`src/hdl/ofe_pkg.sv`:
```
// shared constants and types for the oversampled feed-forward equalizer
package ofe_pkg;

  localparam int NUM_TAPS   = 5;
  localparam int MAX_OSR    = 8;
  localparam int SAMPLE_W   = 16;
  localparam int COEF_W     = 16;
  localparam int DEPTH      = (NUM_TAPS - 1) * MAX_OSR + 1;
  localparam int IDX_W      = $clog2(DEPTH);
  localparam int CNT_W      = $clog2(DEPTH + 1);
  localparam int TAP_IDX_W  = $clog2(NUM_TAPS);
  localparam int NT_W       = 3;
  localparam int OSR_W      = 4;
  localparam int PRE_W      = 3;
  localparam int PROD_W     = SAMPLE_W + COEF_W;
  localparam int ACC_W      = PROD_W + $clog2(NUM_TAPS);
  localparam int FRAC_SHIFT = 14;
  localparam int CFG_IDX_W  = 3;
  localparam int CFG_DATA_W = 16;

  typedef logic signed [SAMPLE_W-1:0] sample_t;
  typedef logic signed [COEF_W-1:0]   coef_t;

  typedef enum logic [CFG_IDX_W-1:0] {
    REG_TAP_COUNT = 3'd0,
    REG_OSR       = 3'd1,
    REG_PRE       = 3'd2,
    REG_TAP_0     = 3'd3
  } cfg_reg_t;

  typedef struct packed {
    logic step;
    logic clear;
  } shift_ctl_t;

  typedef struct packed {
    logic valid;
    logic last;
  } tag_t;

endpackage

```
`src/hdl/ofe_cell.sv`:
```
// one history cell of the delay line, loads d_in on each shift, zero on a clear
module ofe_cell (
  input  logic                clk,
  input  ofe_pkg::shift_ctl_t ctl,
  input  ofe_pkg::sample_t    d_in,
  output ofe_pkg::sample_t    q
);
  import ofe_pkg::*;

  sample_t q_r, q_nxt;

  always_comb begin
    q_nxt = q_r;
    if (ctl.step) begin
      q_nxt = ctl.clear ? '0 : d_in;
    end
  end

  always_ff @(posedge clk) begin
    q_r <= q_nxt;
  end

  assign q = q_r;

endmodule

```
`config.mk`:
```
export PLATFORM = sky130hd
export DESIGN_NAME = ofe_cell
export DESIGN_NICKNAME = d
export VERILOG_FILES = /design/src/hdl/ofe_pkg.sv /design/src/hdl/ofe_cell.sv
export SDC_FILE = /design/constraint.sdc
export NUM_CORES = 1
export LEC_CHECK = 0
export ABC_AREA = 1
export BUFFER_PORTS_ARGS = -buffer_cell sky130_fd_sc_hd__buf_2
export CAP_MARGIN = 5
export CORE_MARGIN = 5
export CORE_UTILIZATION = 35
export CTS_BUF_LIST = sky130_fd_sc_hd__clkbuf_4 sky130_fd_sc_hd__clkbuf_8 sky130_fd_sc_hd__clkbuf_16
export CTS_CLUSTER_SIZE = 12
export DETAILED_ROUTE_END_ITERATION = 16
export PLACE_DENSITY = 0.68
export SYNTH_ARGS = -nofsm -noshare
export SYNTH_HDL_FRONTEND = slang
export SYNTH_SLANG_ARGS = --single-unit
```
`constraint.sdc`:
```
create_clock -name clk -period 1.4 [get_ports clk]
set_input_delay 0.21 -clock clk [delete_from_list [all_inputs] [get_ports clk]]
set_output_delay 0.21 -clock clk [all_outputs]
set_load 0.05 [all_outputs]
```
# Word level (Yosys, flattened, before mapping)
# Cells that the tools add are included.
# totals
regBits,16
inputBits,19
wordCells,1

# Depth between registers and ports, before layout
# logic_depth
depth_word,0
ltp_mapped,3
ltp_nobuf,2

# Least setup slack after synthesis
# Ideal clock, no wire load.
# synth_timing
path_type,register to output
from,register q_r[0] (netlist: q[0])
to,output port q[0]
arrival_ps,601
setup_slack_ps,589
stages_incl_launch_ff,1
cell_sequence,edfxtp_1
# synth_rtl
item,line_no,text
start: declaration,ofe_cell.sv:10,"sample_t q_r, q_nxt;"
start signal: assignment,ofe_cell.sv:20,q_r <= q_nxt;
end: declaration,ofe_cell.sv:6,output ofe_pkg::sample_t q
# No word-level cell between the ends.

# Final worst setup path
# layout_timing
from,register q_r[15] (netlist: q[15])
to,output port q[15]
# No word-level cell between the ends.

==> results.md <==
- Status: finished clean
- Drt drc: 0
- Die height: 52.6 µm
- Register bit total from synthesis: 16
- Slew headroom: roughly four fifths
- Largest net degree at the start of global routing: 17
- Clk sinks: 16
- Vias post-DR: roughly 430
- Post-route ant nets: 0
- Final setup vio count: 0
- Worst path top cell family by delay: flip-flops
- Top post-synthesis cells by count: 16 x edfxtp_1, 16 x inv_1, 13 x nor2_1
- Area contributors post-synth: edfxtp_1 76%, inv_1 9.5%, nor2_1 7.7%
- Cell Chain, Critical Path: buf_2
- Post-DR vias/cell: 3.89
- Vias in the first global route: about 370
- CP required: around 1.2 ns
- Share of layout cells above drive strength 1: 47.1%
- Power Dens Cells: approximately 1200 nW/µm²
- Crit path kind: flip-flop to output pin
- Final min period: ~1.1 ns
- DR WL/cell: slightly below 10 µm
- DPL Wire Length: 870 µm
- Layout Nets: approximately 110
- Tightest Pin Transition: 0.329 ns
- Starting Density: between 30% and 40%
- Asr flop ratio synth: 0%
- Row count: 15
- Comb pwr share: ~22%
- Post-CTS setup buffers: 0
- CP endpoint kind: output pin
- Maximum vdd drop: ~0.00045 V
- Avg Cell Area, Syn: roughly 13 µm²
- Die ar.: 2760 µm²
- Worst setup margin: between 0.3 and 0.4 ns
- Seq/Total Area, Yosys: 75.7%
- Unrepaired setup endpoints after global routing: no
- I/O pins: 35
- Clock-pin slew on the worst setup and hold paths: approximately 0.080 ns
- Final hold violation count: 0
- Area of the multi-input gates: a little under 70 µm²
- Synth cell types: 6
- H-Tree Depth: 1
- CTS buffer count: 3
- Mapped Nets: 69
- Gr usage total: 7.76%
- Post-synth top area cell: edfxtp_1
- Top FF cell, synth: edfxtp_1
- ANT cells: 0
- Internal power: about 0.00072 W
- Place WS: about 0.55 ns
- HP Class: input port to flip-flop
- Proportion of power drawn by the clock network: 21.7%
- Area Growth Syn to Fin: 31.2%
- Fill cell count: about 170
- Cts repair resizes: 0
- Max FFs per register: 16
- Starting DRT DRC Count: 6
- Tot Pwr: 0.00102 W
- CTS tree: yes
- Mapped Area: 634 µm²
- # hold bufs at CTS: 0
- Initial antenna violation count: 0
- Seq pwr share: between 50% and 60%
- Die Wd: ~53 µm
- Slowest cell delay on critical path: between 0.3 and 0.4 ns
- Fmax: 0.925 GHz
- Crit-path max FO: 1
- Period utilization: between 70% and 80%
- Bufs on Longest Clock Path: 2
- Hold slack: between 0.2 and 0.25 ns
- WP buf/inv: 1
- Gpl congestion: approximately 0.66
- Sw Pwr: slightly above 0.0003 W
- Static Leak: between 0.4 and 0.5 nW
- Yosys top cell area share: around three quarters
- Synth warnings: 0
- First-pass detailed-route iteration total: 2
- Setup TNS: 0 ns
- First-pass GRT wire length: 1500 µm
- Startpoint types: flip-flop
- Max-Cap Viols: 0
- Slowest CP cell: edfxtp_1
- # port buffers: 34
- Core area: approximately 1700 µm²
- Root buffer cell: clkbuf_4
- Post-synth EDFFs: 16
- Cell count after synthesis: 50
- Slew Limit Fails: 0
- Grt ovf: 0
- Switching share of total power: 29.9%
- CP arrival: 0.87 ns
- Drt total wl: ~1100 µm
- Register area: approximately 480 µm²
final timing paths:
path	startpoint	endpoint	slack [ns]	depth (start not counted)
worst max-delay path	q[15]	q[15]	0.32	1
worst min-delay path	d_in[8]	q[8]	0.21	3
layout by cell type, fill, tap and decap left out:
master and instances:
nor2_1 13, edfxtp_1 16, inv_1 16, buf_2 34, nor2_2 3, clkbuf_4 3
per-stage QoR:
stage	util (%)	instance area [µm²]	instances
after floorplan	-	634	50
after global placement	46.9	810	107
after detailed placement	46.9	810	107
after CTS	48.2	832	110
after global routing	48.2	832	110
final	48.2	832	110
layer usage:
layer | vias up | wire length, µm | track usage [%]
li1 | 219 | - | -
met2 | 18 | 624 | 13.6
met3 | 0 | 93 | 2.85
met4 | 0 | 0 | 3.83
met5 | - | 0 | 0
met1 | 191 | 367 | 8.00
cell families after synthesis:
| logic type | after synthesis | share of synthesized area, % |
|---|---|---|
| flip-flops | 16 | 75.7 |
| buffers and inverters | 18 | 13.6 |
| AND/OR/NAND/NOR | 16 | 10.7 |
layout make-up:
type                       instances  area share [%]
timing repair buffer              34            20.5
multi-input combinational         16            8.12
clock buffer                       3            2.71
inverter                          16            7.22
sequential                        16            57.7
tap                               25            3.76
power by group through the flow:
stage                     logic (W)  registers (W)  clock network, W
after floorplan           0.0000316       0.000723                 0
after global placement     0.000226       0.000586                 0
after detailed placement   0.000229       0.000588                 0
after CTS                  0.000229       0.000577          0.000234
after global routing       0.000239       0.000580          0.000251
final                      0.000227       0.000576          0.000222
Note: power is estimated with default switching activity, not from simulation.
