==> config.mk <==
export PLATFORM = sky130hd
export DESIGN_NAME = ofe_mac
export DESIGN_NICKNAME = d
export VERILOG_FILES = /design/src/hdl/ofe_pkg.sv /design/src/hdl/ofe_mac.sv
export SDC_FILE = /design/constraint.sdc
export NUM_CORES = 2
export LEC_CHECK = 0
export BUFFER_PORTS_ARGS = -buffer_cell sky130_fd_sc_hd__buf_4
export CORE_MARGIN = 2
export CORE_UTILIZATION = 50
export DETAILED_ROUTE_END_ITERATION = 12
export GPL_ROUTABILITY_DRIVEN = 1
export PLACE_DENSITY = 0.71
export SYNTH_ARGS = -nofsm -noshare
export SYNTH_HDL_FRONTEND = slang
export SYNTH_SLANG_ARGS = --single-unit
==> constraint.sdc <==
create_clock -name clk -period 14.1 [get_ports clk]
set_input_delay 2.82 -clock clk [delete_from_list [all_inputs] [get_ports clk]]
set_output_delay 2.82 -clock clk [all_outputs]
set_load 0.02 [all_outputs]
==> src/hdl/ofe_pkg.sv <==
// shared constants and types for the oversampled feed-forward equalizer
package ofe_pkg;

  localparam int NUM_TAPS   = 5;
  localparam int MAX_OSR    = 8;
  localparam int SAMPLE_W   = 16;
  localparam int COEF_W     = 16;
  localparam int DEPTH      = (NUM_TAPS - 1) * MAX_OSR + 1;
  localparam int IDX_W      = $clog2(DEPTH);
  localparam int CNT_W      = $clog2(DEPTH + 1);
  localparam int TAP_IDX_W  = $clog2(NUM_TAPS);
  localparam int NT_W       = 3;
  localparam int OSR_W      = 4;
  localparam int PRE_W      = 3;
  localparam int PROD_W     = SAMPLE_W + COEF_W;
  localparam int ACC_W      = PROD_W + $clog2(NUM_TAPS);
  localparam int FRAC_SHIFT = 14;
  localparam int CFG_IDX_W  = 3;
  localparam int CFG_DATA_W = 16;

  typedef logic signed [SAMPLE_W-1:0] sample_t;
  typedef logic signed [COEF_W-1:0]   coef_t;

  typedef enum logic [CFG_IDX_W-1:0] {
    REG_TAP_COUNT = 3'd0,
    REG_OSR       = 3'd1,
    REG_PRE       = 3'd2,
    REG_TAP_0     = 3'd3
  } cfg_reg_t;

  typedef struct packed {
    logic step;
    logic clear;
  } shift_ctl_t;

  typedef struct packed {
    logic valid;
    logic last;
  } tag_t;

endpackage

==> src/hdl/ofe_mac.sv <==
// tap select, multiply, sum and round/saturate pipeline with the output register
module ofe_mac (
  input  logic                    clk,
  input  logic                    rst_n,
  input  ofe_pkg::tag_t           tag,
  output logic                    take,
  input  ofe_pkg::sample_t        hist [ofe_pkg::DEPTH],
  input  ofe_pkg::coef_t          taps [ofe_pkg::NUM_TAPS],
  input  logic [ofe_pkg::NT_W-1:0]  nt_eff,
  input  logic [ofe_pkg::OSR_W-1:0] osr_eff,
  output logic                    out_valid,
  input  logic                    out_stall,
  output ofe_pkg::sample_t        sample_out,
  output logic                    last_out
);
  import ofe_pkg::*;

  localparam logic signed [ACC_W:0] RND_HALF = (ACC_W+1)'(1 << (FRAC_SHIFT - 1));
  localparam logic signed [ACC_W:0] SAT_MAX  = (ACC_W+1)'(2 ** (SAMPLE_W - 1) - 1);
  localparam logic signed [ACC_W:0] SAT_MIN  = -SAT_MAX - 1;

  logic                     v1_r, v1_nxt, l1_r, l1_nxt;
  logic                     v2_r, v2_nxt, l2_r, l2_nxt;
  logic                     v3_r, v3_nxt, l3_r, l3_nxt;
  logic                     en1, en2, en3;
  logic [IDX_W-1:0]         idx [NUM_TAPS];
  logic signed [PROD_W-1:0] prod_r [NUM_TAPS];
  logic signed [PROD_W-1:0] prod_nxt [NUM_TAPS];
  logic signed [ACC_W-1:0]  acc_r, acc_nxt;
  logic signed [ACC_W:0]    rnd, quo;
  sample_t                  dout_r, dout_nxt;

  assign en3  = !v3_r || !out_stall;
  assign en2  = !v2_r || en3;
  assign en1  = !v1_r || en2;
  assign take = en1;

  // products of the selected grid samples, taps beyond the count read as zero
  always_comb begin
    for (int j = 0; j < NUM_TAPS; j++) begin
      idx[j] = IDX_W'(j) * IDX_W'(osr_eff);
      if (NT_W'(j) < nt_eff) begin
        prod_nxt[j] = PROD_W'(hist[idx[j]] * taps[j]);
      end else begin
        prod_nxt[j] = '0;
      end
    end
  end

  always_comb begin
    acc_nxt = '0;
    for (int j = 0; j < NUM_TAPS; j++) begin
      acc_nxt = acc_nxt + ACC_W'(prod_r[j]);
    end
  end

  // round half up then floor shift, saturate to the sample range
  always_comb begin
    rnd = {acc_r[ACC_W-1], acc_r} + RND_HALF;
    quo = rnd >>> FRAC_SHIFT;
    if (quo > SAT_MAX) begin
      dout_nxt = SAMPLE_W'(SAT_MAX);
    end else if (quo < SAT_MIN) begin
      dout_nxt = SAMPLE_W'(SAT_MIN);
    end else begin
      dout_nxt = quo[SAMPLE_W-1:0];
    end
  end

  always_comb begin
    v1_nxt = v1_r;
    l1_nxt = l1_r;
    v2_nxt = v2_r;
    l2_nxt = l2_r;
    v3_nxt = v3_r;
    l3_nxt = l3_r;
    if (en1) begin
      v1_nxt = tag.valid;
      l1_nxt = tag.last;
    end
    if (en2) begin
      v2_nxt = v1_r;
      l2_nxt = l1_r;
    end
    if (en3) begin
      v3_nxt = v2_r;
      l3_nxt = l2_r;
    end
  end

  always_ff @(posedge clk) begin
    if (!rst_n) begin
      v1_r <= 1'b0;
      v2_r <= 1'b0;
      v3_r <= 1'b0;
    end else begin
      v1_r <= v1_nxt;
      v2_r <= v2_nxt;
      v3_r <= v3_nxt;
    end
  end

  always_ff @(posedge clk) begin
    l1_r <= l1_nxt;
    l2_r <= l2_nxt;
    l3_r <= l3_nxt;
    if (en1 && tag.valid) begin
      prod_r <= prod_nxt;
    end
    if (en2 && v1_r) begin
      acc_r <= acc_nxt;
    end
    if (en3 && v2_r) begin
      dout_r <= dout_nxt;
    end
  end

  assign out_valid  = v3_r;
  assign sample_out = dout_r;
  assign last_out   = l3_r;

endmodule

# Word-level counts from Yosys, hierarchy flattened

Index checks and enable logic that the tools add are counted.

Register bits after elaboration: 217
Word-level logic and storage cells: 62

$add $sub $neg: 5
Multipliers: 6
Order comparisons: 11
Muxes and demuxes: 13
Bitwise operators: 4
Reductions and logical operators: 10

Operators with widths:

| kind                   | count |
|---|---|
| $bmux 16 s6            | 4 |
| $mul 16x16->32         | 5 |
| $mux 16                | 9 |
| $add 35x15->36 const B | 1 |
| $add 34x32->35         | 1 |
| $add 35x32->35         | 1 |
| $add 33x32->34         | 1 |
| $add 32x32->33         | 1 |
| $ge 7x7->1 const B     | 4 |
| $gt 22x16->1 const B   | 1 |
| $lt 22x16->1 const B   | 1 |
| $not 6->7              | 2 |
| $not 4->7              | 1 |
| $not 5->7              | 1 |
| $lt 1x3->1 const A     | 2 |
| $lt 2x3->1 const A     | 2 |
| $mul 2x4->6 const A    | 1 |
| $logic_not 1->1        | 4 |
| $logic_and 1x1->1      | 3 |
| $logic_or 1x1->1       | 3 |
| $lt 3x3->1 const A     | 1 |

# Depth between registers and ports, before layout

Word-level depth: 6
Gate-level depth with buffers: 37
Mapped depth without buffers: 32

# Least setup slack after synthesis

OpenSTA, ideal clock, no wires.

Kind: input -> register
From: input port osr_eff[1] in the netlist's numbering
To: register prod_r[59] in the netlist's numbering, data pin
Library setup time: 261 ps
Arrival: 10582 ps
Data required time: 13839 ps
Path slack: 3257 ps
Stages on the path: 31
Path buffers: 6
Cells stage by stage: buf_6 clkinv_1 fa_1 buf_2 buf_2 buf_2 buf_2 clkbuf_1 mux4_2 mux2i_1 o32ai_2 and2_1 fa_1 inv_1 fa_1 fa_1 inv_1 fa_1 fa_1 inv_1 fa_1 inv_1 ha_1 a21oi_1 o21ai_0 a21o_1 a221oi_2 o211ai_1 a21oi_1 mux2i_1 a311o_1

Word-level cells in the longest chain between the ends: 6

Ends and longest elaborated chain:

| item                                        | RTL line       | source |
|---|---|---|
| start: declaration                          | ofe_mac.sv:10  | `input logic [ofe_pkg::OSR_W-1:0] osr_eff,` |
| $mul 2x4->6                                 | ofe_mac.sv:41  | `idx[j] = IDX_W'(j) * IDX_W'(osr_eff);` |
| $not 6->7 (implied by the code)             | ofe_mac.sv:43  | `prod_nxt[j] = PROD_W'(hist[idx[j]] * taps[j]);` |
| $bmux 16 s6                                 | ofe_mac.sv:43  |  |
| $mux 16 (implied by the code) (2 in series) | ofe_mac.sv:43  |  |
| $mul 16x16->32                              | ofe_mac.sv:43  |  |
| end signal: assignment                      | ofe_mac.sv:108 | `prod_r <= prod_nxt;` |
| end: declaration                            | ofe_mac.sv:27  | `logic signed [PROD_W-1:0] prod_r [NUM_TAPS];` |

No other way between the ends. The select of a mux whose other input is x is not followed.
A chain may end at the register's enable or synchronous reset.

# Worst setup path in the final report

From: input port osr_eff[0] in the netlist's numbering
To: register prod_r[59] in the netlist's numbering, data pin

Same word-level chain as after synthesis.

==> impl_summary.txt <==
----------------------------------------------------
[Critical path]
  Classification of the worst setup path ... in -> reg
  Req. time, crit path ... 14.41 ns
  Startpoint of the worst-slack reg-to-reg timing path ... prod_r[2]$_SDFFCE_PP0P_
  Arrival time reported for the critical path endpoint ... 12.61 ns
  Delay of the slowest critical-path stage ... 1.03 ns
  Register-to-register setup slack ... 9.25 ns
  Depth of the worst register-to-register path ... 13
  Terminus of the critical flop-to-flop path ... acc_r[33]$_DFFE_PP_
  Slowest CP cell ... fa_4
  Most used cell along the critical path ... fa_1
  Startpoint types ... input port
  Endpoint type of the worst setup path ... register
  Critical-path maximum fanout ... 68

[Drt]
  Residual antenna-violating net count after detailed routing ... 0
  Number of DRC violations after detailed routing ... 0
  Post-detailed-route wirelength per cell ... 25.4 µm
  Total number of vias ... 53,500
  WL final ... about 230,000 µm
  Number of design-rule violations left by the first detailed-router iteration ... 4,587
  Number of iterations in the first detailed-routing pass ... 6
  Via density per instance ... 5.80

[Timing]
  RSZ-0062 raised after global routing ... no
  Final critical path time including I/O delays and setup ... between 10 and 15 ns
  Post-route clock period utilization ... 0.873
  Worst relative slew slack ... -0.0472
  Slew at the pin closest to its max-slew limit ... 1.57 ns
  Max Clock Freq ... roughly 0.081 GHz
  Total setup violations reported at the end of the flow ... 0
  Number of hold violations in the final report ... 0
  Final Skew ... between 0.02 and 0.025 ns
  Pins Over Slew Limit ... 2
  Setup TNS ... 0 ns

[Clock network]
  Clock transition at the registers of the reported paths ... 0.06 ns
  Count of hold buffers inserted by post-cts repair ... 0
  TritonCTS clock tree ... done
  Clock buffer count from CTS ... 24
  Post-CTS Resized ... 0
  Setup repair bufs after CTS ... 0
  Number of sinks handled by clock tree synthesis ... about 200
  Number of levels the H-tree was split into ... 1
  Deepest clock path buffer count ... 3
  CTS root buffer ... clkbuf_16
  Clock insertion delay at the later pin of the skew report ... 0.57 ns

[Global routing]
  Global-route congestion overflow total ... 0
  First-pass GRT wire length ... 358,000 µm
  Vias in the first global route ... 57,600
  Routing layer with the top usage in global route ... met2
  Met1 Usage GRT ... 0.415
  All-layer global routing usage ... 0.340
  Met3 track demand over resource ... 0.0732
  Met2 GRT Util ... 0.546
  Antenna violations before repair ... 35
  Pin count of the biggest net entering global routing ... 146

[Die]
  Effective utilization at floorplan ... 0.503
  Overall die width ... 376 µm
  Total die area ... 0.141 mm²
  I/O pins ... 639
  Die extent in y ... ~380 µm
  Row cnt ... about 140
  Area of the core region ... 0.137 mm²

[Synthesis]
  Flip-flop and latch count after synthesis ... 204
  Syn Area/Cell ... 9.97 µm²
  Proportion of synthesized area in mux cells ... 0.0957
  Post-synthesis instance total ... ~6,900
  Warnings from Yosys ... 0
  Sequential-to-total area share from yosys stat ... 0.0881
  Synth Area in Simple Gates ... 0.131
  Netlist cell types ... 97
  Mapped cell area ... 0.0692 mm²
  Most frequent cell after synthesis ... inv_1
  Number of synthesized flops with an enable pin ... ~200
  Async set-reset flop share out of synthesis ... 0
  Dominant cells by area after synthesis ... fa_1 41%, edfxtp_1 8.7%, ha_1 8.1%, inv_1 8.1%, mux4_2 7.6%
  Adder-cell share of the synthesized area ... 0.488
  Area fraction in compound gates after synthesis ... 0.0689
  Main combinational cell family by area after synthesis ... adder cells
  Post-synth top area share ... 0.407
  XOR/XNOR share of the synthesized area ... 0.0239
  Cell taking the most area after synthesis ... fa_1
  Most instantiated flip-flop cell in the synthesis netlist ... edfxtp_1
  Top cells by count, synth ... 1,491 x inv_1, 1,408 x fa_1, 722 x nand2_1
  Synthesized Nets ... approximately 9,400

[Min path]
  Hold Path Depth ... 0
  Start point of the worst min-delay path ... l1_r$_DFFE_PN_
  Hold Crit Endpoint ... l2_r$_DFFE_PP_
  Path type of the worst min-delay path ... reg -> reg

[Outcome]
  Violations in the final reports ... max-capacitance violations, max-slew violations
  Status ... finished, violations left

[Finish]
  Proportion of layout cells with a drive suffix above 1 ... 0.146
  Filler cells ... 12,100
  Signed area change from the synthesized netlist to the final layout ... 10.4%
  Layout net count ... 9,867

[Placed design]
  Estimated wirelength of the detail-placed design ... ~200,000 µm
  Number of I/O port buffers ... 638
  Placer's final routability congestion estimate ... ~1

[Run]
  Number of maximum-capacitance constraint violations ... 1

----------------------------------------------------
## how the worst max path moves through the flow
stage	depth (start not counted)	to	slack (ns)	from
after floorplan	31	prod_r[59]$_SDFFCE_PN0P_	3.26	osr_eff[1]
after global placement	29	prod_r[59]$_SDFFCE_PN0P_	1.41	osr_eff[0]
after detailed placement	29	prod_r[59]$_SDFFCE_PN0P_	1.28	osr_eff[0]
after CTS	29	prod_r[59]$_SDFFCE_PN0P_	1.86	osr_eff[0]
after global routing	29	prod_r[61]$_SDFFCE_PN0P_	1.34	osr_eff[0]
final	29	prod_r[59]$_SDFFCE_PN0P_	1.79	osr_eff[0]
## kinds of logic after synthesis
family                     Yosys count
AOI/OAI and AO/OA                  718
xor gates and xnor gates           189
adders and majority gates         1856
buffers and inverters             1796
DFF                                204
muxes                              344
and+or+nand+nor                   1834
## metrics by stage
| stage | cell area (µm²) | util | cells | worst slack, ns | hold slack (ns) |
|---|---|---|---|---|---|
| 2_1_floorplan | 69200 | - | 6941 | 3.26 | 0.400 |
| 3_3_place_gp | 75400 | 0.549 | 9159 | 1.41 | 0.416 |
| 3_5_place_dp | 75400 | 0.549 | 9159 | 1.28 | 0.408 |
| 4_1_cts | 76300 | 0.555 | 9202 | 1.86 | 0.437 |
| 5_1_grt | 76400 | 0.555 | 9222 | 1.34 | 0.447 |
| 6_report | 76400 | 0.556 | 9233 | 1.79 | 0.430 |
## layout by cell type, fill, tap and decap left out, types with 8 or more instances in the layout
cell type,n
nor3_1,41
diode_2,31
a22oi_1,10
o211ai_1,10
mux4_2,235
nand2_1,721
a2111oi_0,8
and3_1,21
buf_4,722
mux4_1,13
or2_2,18
nor2b_1,118
o21bai_1,26
o21ai_1,16
edfxtp_1,201
and2_1,512
a21oi_1,196
clkbuf_16,24
nor2_1,229
a32oi_1,8
o21a_1,23
ha_1,447
or3_1,9
a31oi_1,25
fa_1,1407
xor2_1,63
a21o_1,81
mux2_2,9
o21ai_0,125
o221ai_1,33
nand2b_1,76
a211oi_1,35
a21boi_0,9
o22ai_1,32
xnor2_1,123
nand3_1,40
nand4_1,12
inv_1,1490
o32ai_2,9
mux2i_1,85
## sequential cells by signal, summed over array words and instances (netlist names)
register and flops:
prod_r 160, acc_r 22, sample_out 16, l1_r 1, l2_r 1, last_out 1, out_valid 1, v1_r 1
v2_r 1
## worst max-delay path: cells and delay by family
kind                     cells  cell delay, ns
adder cells (fa/ha/maj)      9            4.51
AO/OA/AOI/OAI                9            2.52
AND/OR/NAND/NOR              3            1.36
buffers and inverters        7            1.14
multiplexers                 1            0.11
## area by class of cell
type	count	area, µm²	share of cell area
inverter	1495	5610	0.0735
clock buffer	27	612	0.00801
timing repair buffer	725	5480	0.0717
antenna	31	77.6	0.00102
sequential	204	6100	0.0798
multi-input combinational	4941	56000	0.733
clock inverter	16	263	0.00344
tap	1794	2240	0.0294
## layer usage
metal  routed length (µm)  part of all wire  vias up
met5                   75           0.00032        -
met4                19400             0.083       10
met3                22400             0.095      599
met2               109000              0.46     2712
met1                84100              0.36    27400
li1                     -                 -    22800
Power is not shown: default switching activity piles up to over one toggle a cycle in this logic, so the estimate is an artifact.
